**src/rtl/lgdr_pkg.sv**
```systemverilog
`timescale 1ns / 1ps
`default_nettype none

package lgdr_pkg;

  localparam int GridCount = 6;
  localparam int CountW    = $clog2(GridCount + 1);

  localparam logic [1:0] KindSet  = 2'd0;
  localparam logic [1:0] KindTick = 2'd1;
  localparam logic [1:0] KindFill = 2'd2;

  localparam logic [7:0] CmdAddr   = 8'hC0;
  localparam logic [7:0] CmdDispOn = 8'h88;
  localparam logic [7:0] CmdFixed  = 8'h44;
  localparam logic [7:0] CmdAuto   = 8'h40;
  localparam logic [7:0] ByteOn    = 8'hFF;
  localparam logic [7:0] ByteOff   = 8'h00;

  localparam logic [CountW-1:0] FixedCap = CountW'(3);

  localparam logic [0:0] RegBrightness = 1'd0;
  localparam logic [0:0] RegFixedLimit = 1'd1;

  localparam logic [2:0] BrightnessReset = 3'd7;
  localparam logic [2:0] FixedLimitReset = 3'd2;

  // datapath operations issued by the controller
  localparam logic [2:0] OpNone = 3'd0;
  localparam logic [2:0] OpMode = 3'd1;
  localparam logic [2:0] OpAddr = 3'd2;
  localparam logic [2:0] OpData = 3'd3;
  localparam logic [2:0] OpDisp = 3'd4;

  typedef struct packed {
    logic       accept;
    logic [2:0] op;
  } lgdr_cmd_t;

  typedef struct packed {
    logic write_req;
    logic count_zero;
    logic seq_done;
    logic fixed;
  } lgdr_stat_t;

endpackage

`default_nettype wire

```
**src/rtl/lgdr_ctrl.sv**
```systemverilog
`timescale 1ns / 1ps
`default_nettype none

module lgdr_ctrl (
  input  wire logic               clk,
  input  wire logic               rst,
  input  wire logic               start,
  input  wire lgdr_pkg::lgdr_stat_t stat,
  output lgdr_pkg::lgdr_cmd_t     cmd,
  output logic                    busy
);

  localparam logic [2:0] SIdle = 3'd0;
  localparam logic [2:0] SMode = 3'd1;
  localparam logic [2:0] SAddr = 3'd2;
  localparam logic [2:0] SData = 3'd3;
  localparam logic [2:0] SDisp = 3'd4;

  logic [2:0] state;
  logic [2:0] state_next;

  always_ff @(posedge clk) begin
    if (rst) begin
      state <= SIdle;
    end else begin
      state <= state_next;
    end
  end

  always_comb begin
    state_next = state;
    cmd.accept = 1'b0;
    cmd.op     = lgdr_pkg::OpNone;
    unique case (state)
      SIdle: begin
        if (start) begin
          cmd.accept = 1'b1;
          if (stat.write_req) begin
            state_next = SMode;
          end
        end
      end
      SMode: begin
        cmd.op = lgdr_pkg::OpMode;
        state_next = stat.count_zero ? SIdle : SAddr;
      end
      SAddr: begin
        cmd.op = lgdr_pkg::OpAddr;
        state_next = SData;
      end
      SData: begin
        cmd.op = lgdr_pkg::OpData;
        // auto-increment sends one address, then every grid byte in a row
        if (stat.seq_done) begin
          state_next = SDisp;
        end else begin
          state_next = stat.fixed ? SAddr : SData;
        end
      end
      SDisp: begin
        cmd.op = lgdr_pkg::OpDisp;
        state_next = SIdle;
      end
      default: begin
        state_next = SIdle;
      end
    endcase
  end

  assign busy = (state != SIdle);

endmodule

`default_nettype wire

```
**src/rtl/lgdr_dp.sv**
```systemverilog
`timescale 1ns / 1ps
`default_nettype none

module lgdr_dp (
  input  wire logic                 clk,
  input  wire logic                 rst,
  input  wire lgdr_pkg::lgdr_cmd_t  cmd,
  output lgdr_pkg::lgdr_stat_t      stat,
  input  wire logic                 cfg_we,
  input  wire logic [1:0]           cfg_index,
  input  wire logic [2:0]           cfg_data,
  input  wire logic [1:0]           kind,
  input  wire logic [2:0]           grid_index,
  input  wire logic [2:0]           segment_index,
  input  wire logic                 segment_on,
  output logic                      strobe,
  output logic [7:0]                bus_byte,
  output logic                      start_before,
  output logic                      stop_after,
  output logic                      last
);

  localparam int GridCount = lgdr_pkg::GridCount;
  localparam int CountW    = lgdr_pkg::CountW;

  logic [7:0]           shadow [GridCount];
  logic [GridCount-1:0] dirty_mask;
  logic                 pending;
  logic [2:0]           brightness;
  logic [2:0]           fixed_limit;
  logic                 fixed_mode;
  logic [GridCount-1:0] work_mask;
  logic [2:0]           grid_cnt;

  logic [CountW-1:0]    dirty_count;
  logic [2:0]           low_grid;
  logic [2:0]           cur_grid;
  logic [2:0]           rd_grid;
  logic [7:0]           rd_byte;
  logic                 grid_ok;
  logic [7:0]           seg_bit;
  logic [7:0]           edit_byte;
  logic                 use_fixed;
  logic [GridCount-1:0] work_mask_next;

  always_comb begin
    dirty_count = '0;
    for (int g = 0; g < GridCount; g++) begin
      dirty_count = dirty_count + CountW'(dirty_mask[g]);
    end
  end

  // lowest dirty grid still to send in fixed-address mode
  always_comb begin
    low_grid = '0;
    for (int g = GridCount - 1; g >= 0; g--) begin
      if (work_mask[g]) begin
        low_grid = 3'(g);
      end
    end
  end

  assign cur_grid       = fixed_mode ? low_grid : grid_cnt;
  assign rd_grid        = cmd.accept ? grid_index : cur_grid;
  assign grid_ok        = (32'(grid_index) < GridCount);
  assign rd_byte        = (32'(rd_grid) < GridCount) ? shadow[rd_grid] : 8'h00;
  assign seg_bit        = 8'(1) << segment_index;
  assign edit_byte      = segment_on ? (rd_byte | seg_bit) : (rd_byte & ~seg_bit);
  assign use_fixed      = (dirty_count <= CountW'(fixed_limit)) &&
                          (dirty_count <= lgdr_pkg::FixedCap);
  assign work_mask_next = work_mask & (work_mask - GridCount'(1));

  assign stat.write_req  = (kind == lgdr_pkg::KindFill) ||
                           ((kind == lgdr_pkg::KindTick) && pending);
  assign stat.count_zero = (dirty_count == '0);
  assign stat.seq_done   = fixed_mode ? (work_mask_next == '0)
                                      : (32'(grid_cnt) == GridCount - 1);
  assign stat.fixed      = fixed_mode;

  always_ff @(posedge clk) begin
    if (rst) begin
      brightness  <= lgdr_pkg::BrightnessReset;
      fixed_limit <= lgdr_pkg::FixedLimitReset;
    end else if (cfg_we) begin
      case (cfg_index)
        2'(lgdr_pkg::RegBrightness): brightness  <= cfg_data;
        2'(lgdr_pkg::RegFixedLimit): fixed_limit <= cfg_data;
        default: ;
      endcase
    end
  end

  always_ff @(posedge clk) begin
    if (rst) begin
      for (int g = 0; g < GridCount; g++) begin
        shadow[g] <= 8'h00;
      end
      dirty_mask <= '1;
      pending    <= 1'b1;
      strobe     <= 1'b0;
      fixed_mode <= 1'b0;
      work_mask  <= '0;
      grid_cnt   <= '0;
    end else begin
      strobe <= 1'b0;
      if (cmd.accept) begin
        unique case (kind)
          lgdr_pkg::KindSet: begin
            if (grid_ok) begin
              shadow[grid_index] <= edit_byte;
              if (edit_byte != rd_byte) begin
                pending <= 1'b1;
                dirty_mask[grid_index] <= 1'b1;
              end
            end
          end
          lgdr_pkg::KindTick: begin
            pending <= 1'b0;
          end
          lgdr_pkg::KindFill: begin
            for (int g = 0; g < GridCount; g++) begin
              shadow[g] <= segment_on ? lgdr_pkg::ByteOn : lgdr_pkg::ByteOff;
            end
            dirty_mask <= '1;
          end
          default: ;
        endcase
      end
      unique case (cmd.op)
        lgdr_pkg::OpNone: ;
        lgdr_pkg::OpMode: begin
          if (dirty_count != '0) begin
            fixed_mode   <= use_fixed;
            work_mask    <= dirty_mask;
            dirty_mask   <= '0;
            grid_cnt     <= '0;
            strobe       <= 1'b1;
            bus_byte     <= use_fixed ? lgdr_pkg::CmdFixed : lgdr_pkg::CmdAuto;
            start_before <= 1'b1;
            stop_after   <= 1'b1;
            last         <= 1'b0;
          end
        end
        lgdr_pkg::OpAddr: begin
          strobe       <= 1'b1;
          bus_byte     <= lgdr_pkg::CmdAddr | {5'd0, cur_grid};
          start_before <= 1'b1;
          stop_after   <= 1'b0;
          last         <= 1'b0;
        end
        lgdr_pkg::OpData: begin
          strobe       <= 1'b1;
          bus_byte     <= rd_byte;
          start_before <= 1'b0;
          stop_after   <= fixed_mode | stat.seq_done;
          last         <= 1'b0;
          // advance to the next grid
          if (fixed_mode) begin
            work_mask <= work_mask_next;
          end else begin
            grid_cnt <= grid_cnt + 3'd1;
          end
        end
        lgdr_pkg::OpDisp: begin
          strobe       <= 1'b1;
          bus_byte     <= lgdr_pkg::CmdDispOn | {5'd0, brightness};
          start_before <= 1'b1;
          stop_after   <= 1'b1;
          last         <= 1'b1;
        end
        default: ;
      endcase
    end
  end

endmodule

`default_nettype wire

```
**src/rtl/led_grid_dirty_refresh_master_unit.sv**
```systemverilog
`timescale 1ns / 1ps
`default_nettype none

// Channel  | Handshake            | Payload
// ---------+----------------------+--------------------------------------------------
// item     | start, busy          | kind, grid_index, segment_index, segment_on
// result   | strobe (one cycle)   | bus_byte, start_before, stop_after, last
// config   | cfg_valid, cfg_ready | cfg_index, cfg_data
//
// An item is taken when start is high and busy low. Segment edits and ticks with
// nothing pending are taken without starting a write. A write takes the item,
// then sends its bus beats (up to nine); when nothing is dirty it sends none.
// Beats leave one per cycle from the controller's byte sequencer; the receiver
// cannot stall. Synchronous reset clears the shadow, marks every grid dirty and
// sets the refresh flag. Config writes are taken while busy is low.

module led_grid_dirty_refresh_master_unit (
  input  wire logic       clk,
  input  wire logic       rst,
  input  wire logic       start,
  output logic            busy,
  input  wire logic [1:0] kind,
  input  wire logic [2:0] grid_index,
  input  wire logic [2:0] segment_index,
  input  wire logic       segment_on,
  output logic            strobe,
  output logic [7:0]      bus_byte,
  output logic            start_before,
  output logic            stop_after,
  output logic            last,
  input  wire logic       cfg_valid,
  output logic            cfg_ready,
  input  wire logic [1:0] cfg_index,
  input  wire logic [2:0] cfg_data
);

  lgdr_pkg::lgdr_cmd_t  cmd;
  lgdr_pkg::lgdr_stat_t stat;

  assign cfg_ready = ~busy;

  lgdr_ctrl u_ctrl (
    .clk   (clk),
    .rst   (rst),
    .start (start),
    .stat  (stat),
    .cmd   (cmd),
    .busy  (busy)
  );

  lgdr_dp u_dp (
    .clk           (clk),
    .rst           (rst),
    .cmd           (cmd),
    .stat          (stat),
    .cfg_we        (cfg_valid & cfg_ready),
    .cfg_index     (cfg_index),
    .cfg_data      (cfg_data),
    .kind          (kind),
    .grid_index    (grid_index),
    .segment_index (segment_index),
    .segment_on    (segment_on),
    .strobe        (strobe),
    .bus_byte      (bus_byte),
    .start_before  (start_before),
    .stop_after    (stop_after),
    .last          (last)
  );

endmodule

`default_nettype wire
```
**config.mk**
```make
export PLATFORM = sky130hd
export DESIGN_NAME = led_grid_dirty_refresh_master_unit
export DESIGN_NICKNAME = d
export VERILOG_FILES = /design/src/rtl/lgdr_pkg.sv /design/src/rtl/lgdr_ctrl.sv /design/src/rtl/lgdr_dp.sv /design/src/rtl/led_grid_dirty_refresh_master_unit.sv
export SDC_FILE = /design/constraint.sdc
export NUM_CORES = 1
export LEC_CHECK = 0
export BUFFER_PORTS_ARGS = -buffer_cell sky130_fd_sc_hd__buf_2
export CORE_AREA = 2 2 113 115
export DETAILED_ROUTE_END_ITERATION = 10
export DIE_AREA = 0 0 115 117
export PLACE_DENSITY = 0.67
export SLEW_MARGIN = 20
export SYNTH_ARGS = -nofsm -noshare
export SYNTH_HDL_FRONTEND = slang
export SYNTH_HIERARCHICAL = 1
export SYNTH_SLANG_ARGS = --single-unit
```
**constraint.sdc**
```tcl
create_clock -name clk -period 5.9 [get_ports clk]
set_input_delay 0.885 -clock clk [delete_from_list [all_inputs] [get_ports clk]]
set_output_delay 0.885 -clock clk [all_outputs]
set_load 0.05 [all_outputs]
```
==> impl_metrics.yaml <==
sta:
  timing.fmax_ghz: 0.237
  finalSetupTns_ps: 0
  setup-violations-final: 0
  finClkSkew_ps: 5.82
  slew_viol_final: 0
  timing.final.crit_share_pct: 71.5
  hold_viol: 0
  final.min_clock_period_ps: 4220
  tightest_slew_ps: 938
  max_slew_margin_pct: 37.3
  rsz0062_at_grt: "false"
worst_hold_path:
  hp-start: "u_dp/brightness[1]"
  holdPathStages: 2
  hold_path.class: "reg2reg"
  hold_path_end: "u_dp/brightness[1]"
yosys:
  ys_types: 79
  avgSynthCellArea_um2: 9.65
  syn_inst: 557
  synth.most_common_cell: "o21ai_0"
  synth_top_cell_area_share_pct: 33.0
  synth_edf_count: 59
  yosys.area.top_type: "edfxtp_1"
  synth-seq-cells: 86
  syn_area_um2: 5370
  synth_fp_nets: 584
  synth-async-reset-ratio_pct: 0
  yosysSeqAreaShare_pct: 43.0
  ys_top_cells_by_count: "o21ai_0, edfxtp_1, nand2_1, nor2_1, mux2i_1"
  ys_top_cells_by_area: "edfxtp_1, dfxtp_1, mux2i_1"
  yosysWarningCount: 6
  synthMuxAreaShare_pct: 11.4
  synth_compound_area_share_pct: 20.5
  yosys.area_share.adder_pct: 2.70
  synth_simple_gate_area_share_pct: 17.4
  synth_top_family_by_area: "compound AO/OA/AOI/OAI gates"
  ys.flop_type: "edfxtp_1"
  synth-xor-area-share_pct: 0.163
placement:
  io_buffers: 31
  place_congestion: 0.952
  dp_hpwl_um: 10700
worst_setup_path:
  reg2reg_from: "u_ctrl/state[2]"
  critPathBufInv: 2
  crit_path_start_kind: "flip-flop"
  crit_path_max_incr_delay_ps: 620
  crit_family: "simple AND/OR/NAND/NOR gates"
  cp.required_ps: 6110
  crit_path_frequent_cell: "nor2_1"
  critPathSlowestCell: "or4b_1"
  cp_max_fo: 20
  reg2regPathDepth: 12
  reg2reg_to: "u_dp/dirty_mask[0]"
  crit_start: "u_ctrl/state[2]"
  worstSetupPathType: "reg2reg"
  r2r_setup_slack_ps: 1680
  cp_data_arrival_time_ps: 4430
  path_cells: "or3_2 > nor2_1 > inv_1 > nor2_1 > a31oi_2 > buf_4 > o211a_1 > o32ai_2 > o311ai_0 > or4b_1 > o211ai_2 > o31ai_1"
  cp-end-kind: "flip-flop"
clocking:
  cts_setup_buffers: 0
  insertion_delay_ps: 350
  cts_resized: 0
  cts_tree: "yes"
  path_clk_slew_ps: 60
  clock_path_buffers: 2
  cts.htree.levels: 3
  cts_buffers: 9
  cts-root-buf: "clkbuf_16"
  ctsHoldBuffers: 0
  cts.sinks: 86
floorplan:
  start_util_pct: 43.6
  design.die.area_um2: 13500
  core_um2: 12300
  die_width_um: 115
  die_h_um: 117
  fp-row-count: 41
  ios: 32
grt:
  grt_max_degree: 49
  antenna_found_initial: 0
  grt_pass1_vias: 4240
  grt_first_pass_wirelength_um: 22600
  grt-ovfl-total: 0
  grt.total_usage_pct: 22.2
finish:
  n_antenna_cell: 0
  final_nets: 605
  drive_gt1_share_pct: 14.4
  syn_to_final_growth_pct: 9.76
detailed_routing:
  wirelength_um: 14400
  wl_per_cell_um: 19.6
  vias: 4466
  antenna_left: 0
  vias_per_cell: 6.09
  drt_iter0_markers: 393
  drc_errors: 0
  drtPass1Iterations: 7
power_and_ir_drop:
  leakagePower_nw: 2.24
  p_total_mw: 2.16
  p_per_area_nw_per_um2: 367
  irDropWorstVdd_v: 0.000213
run:
  maxCapViolCount: 0
outcome:
  status: "complete, no violations"
-- stage by stage --
| step | std cells | util, % | cell area (um^2) | hold slack (ps) | setup slack, ps |
|---|---|---|---|---|---|
| after global routing | 733 | 47.9 | 5900 | 508 | 1540 |
| final | 733 | 47.9 | 5900 | 491 | 1680 |
| after global placement | 717 | 45.4 | 5580 | 480 | 1770 |
| after detailed placement | 717 | 45.4 | 5580 | 474 | 1670 |
| after floorplan | 557 | - | 5370 | 442 | 2490 |
| after CTS | 733 | 47.9 | 5900 | 494 | 1790 |
-- cell type report --
| cell class | count | area [um^2] |
|---|---|---|
| tap | 150 | 188 |
| clock buffer | 9 | 225 |
| clock inverter | 7 | 88.8 |
| inverter | 21 | 78.8 |
| timing repair buffer | 37 | 200 |
| multi-input combinational | 423 | 2810 |
| sequential | 86 | 2310 |
| fill | 1162 | 6410 |
-- flip-flops by register name (all words and copies together), names as in the netlist --
register	cells
u_dp/shadow	48
u_dp/dirty_mask	6
u_dp/work_mask	6
u_dp/pending	1
u_dp/last	1
u_dp/start_before	1
u_dp/strobe	1
u_dp/bus_byte	8
u_dp/stop_after	1
u_ctrl/state	3
u_dp/grid_cnt	3
u_dp/fixed_mode	1
u_dp/brightness	3
u_dp/fixed_limit	3
-- placed cells by master, fill, tap and decap left out, types with 3 or more instances in the layout --
cell | netlist | routed
o21ai_0 | 71 | 71
edfxtp_1 | 59 | 59
nor2_1 | 54 | 54
nand2_1 | 54 | 54
mux2i_1 | 52 | 52
buf_2 | 10 | 31
dfxtp_1 | 27 | 27
inv_1 | 21 | 21
a21oi_1 | 19 | 19
nor3_1 | 13 | 13
o22ai_1 | 10 | 10
nand3_1 | 10 | 10
clkbuf_16 | 0 | 9
or3_1 | 8 | 8
nand2b_1 | 7 | 7
mux2_2 | 7 | 7
nor2b_1 | 6 | 6
a31oi_1 | 6 | 6
ha_1 | 6 | 6
buf_4 | 3 | 6
a21o_1 | 5 | 5
o21ai_1 | 5 | 5
a22oi_1 | 5 | 5
nor3b_1 | 4 | 4
o22a_1 | 4 | 4
o311a_1 | 4 | 4
a311oi_1 | 4 | 4
a22o_1 | 4 | 4
or4b_1 | 3 | 3
or2_2 | 3 | 3
o32ai_1 | 3 | 3
and3_1 | 3 | 3
fa_1 | 3 | 3
-- power by group --
part | switching [mW] | leakage, nW | internal, mW
clock | 0.228 | 0.150 | 0.367
sequential | 0.0671 | 0.820 | 0.721
combinational | 0.505 | 1.27 | 0.273
-- kinds of logic after synthesis --
group	after synthesis
buffers and inverters	48
AND/OR/NAND/NOR	187
multiplexers	60
AO/OA/AOI/OAI	165
XOR/XNOR	1
flip-flops	86
adder cells (fa/ha/maj)	10
-- worst register-to-register path: cells and delay by family, from the launching register on --
kind                   cells  cell delay, ps
AOI/OAI and AO/OA          6            1250
buffers and inverters      2             370
DFF                        1             360
and+or+nand+nor            4            2110
-- layer usage --
layer / GRT usage (%) / vias up / wire [um] / share of wire, %
li1: - / 2118 / - / -
met1: 27.3 / 2157 / 6090 / 42
met2: 38.4 / 167 / 7000 / 49
met3: 4.43 / 24 / 920 / 6.4
met4: 9.00 / 0 / 379 / 2.6
met5: 0 / - / 0 / 0
-- worst max path at each step --
stage | to | slack, ps | depth (start not counted)
after floorplan | u_dp/dirty_mask[0] | 2490 | 12
after global placement | u_dp/pending | 1770 | 13
after detailed placement | u_dp/dirty_mask[0] | 1670 | 13
after CTS | u_dp/dirty_mask[0] | 1790 | 12
after global routing | u_dp/pending | 1540 | 12
final | u_dp/dirty_mask[0] | 1680 | 12
Power figures use the tool's default switching activity.
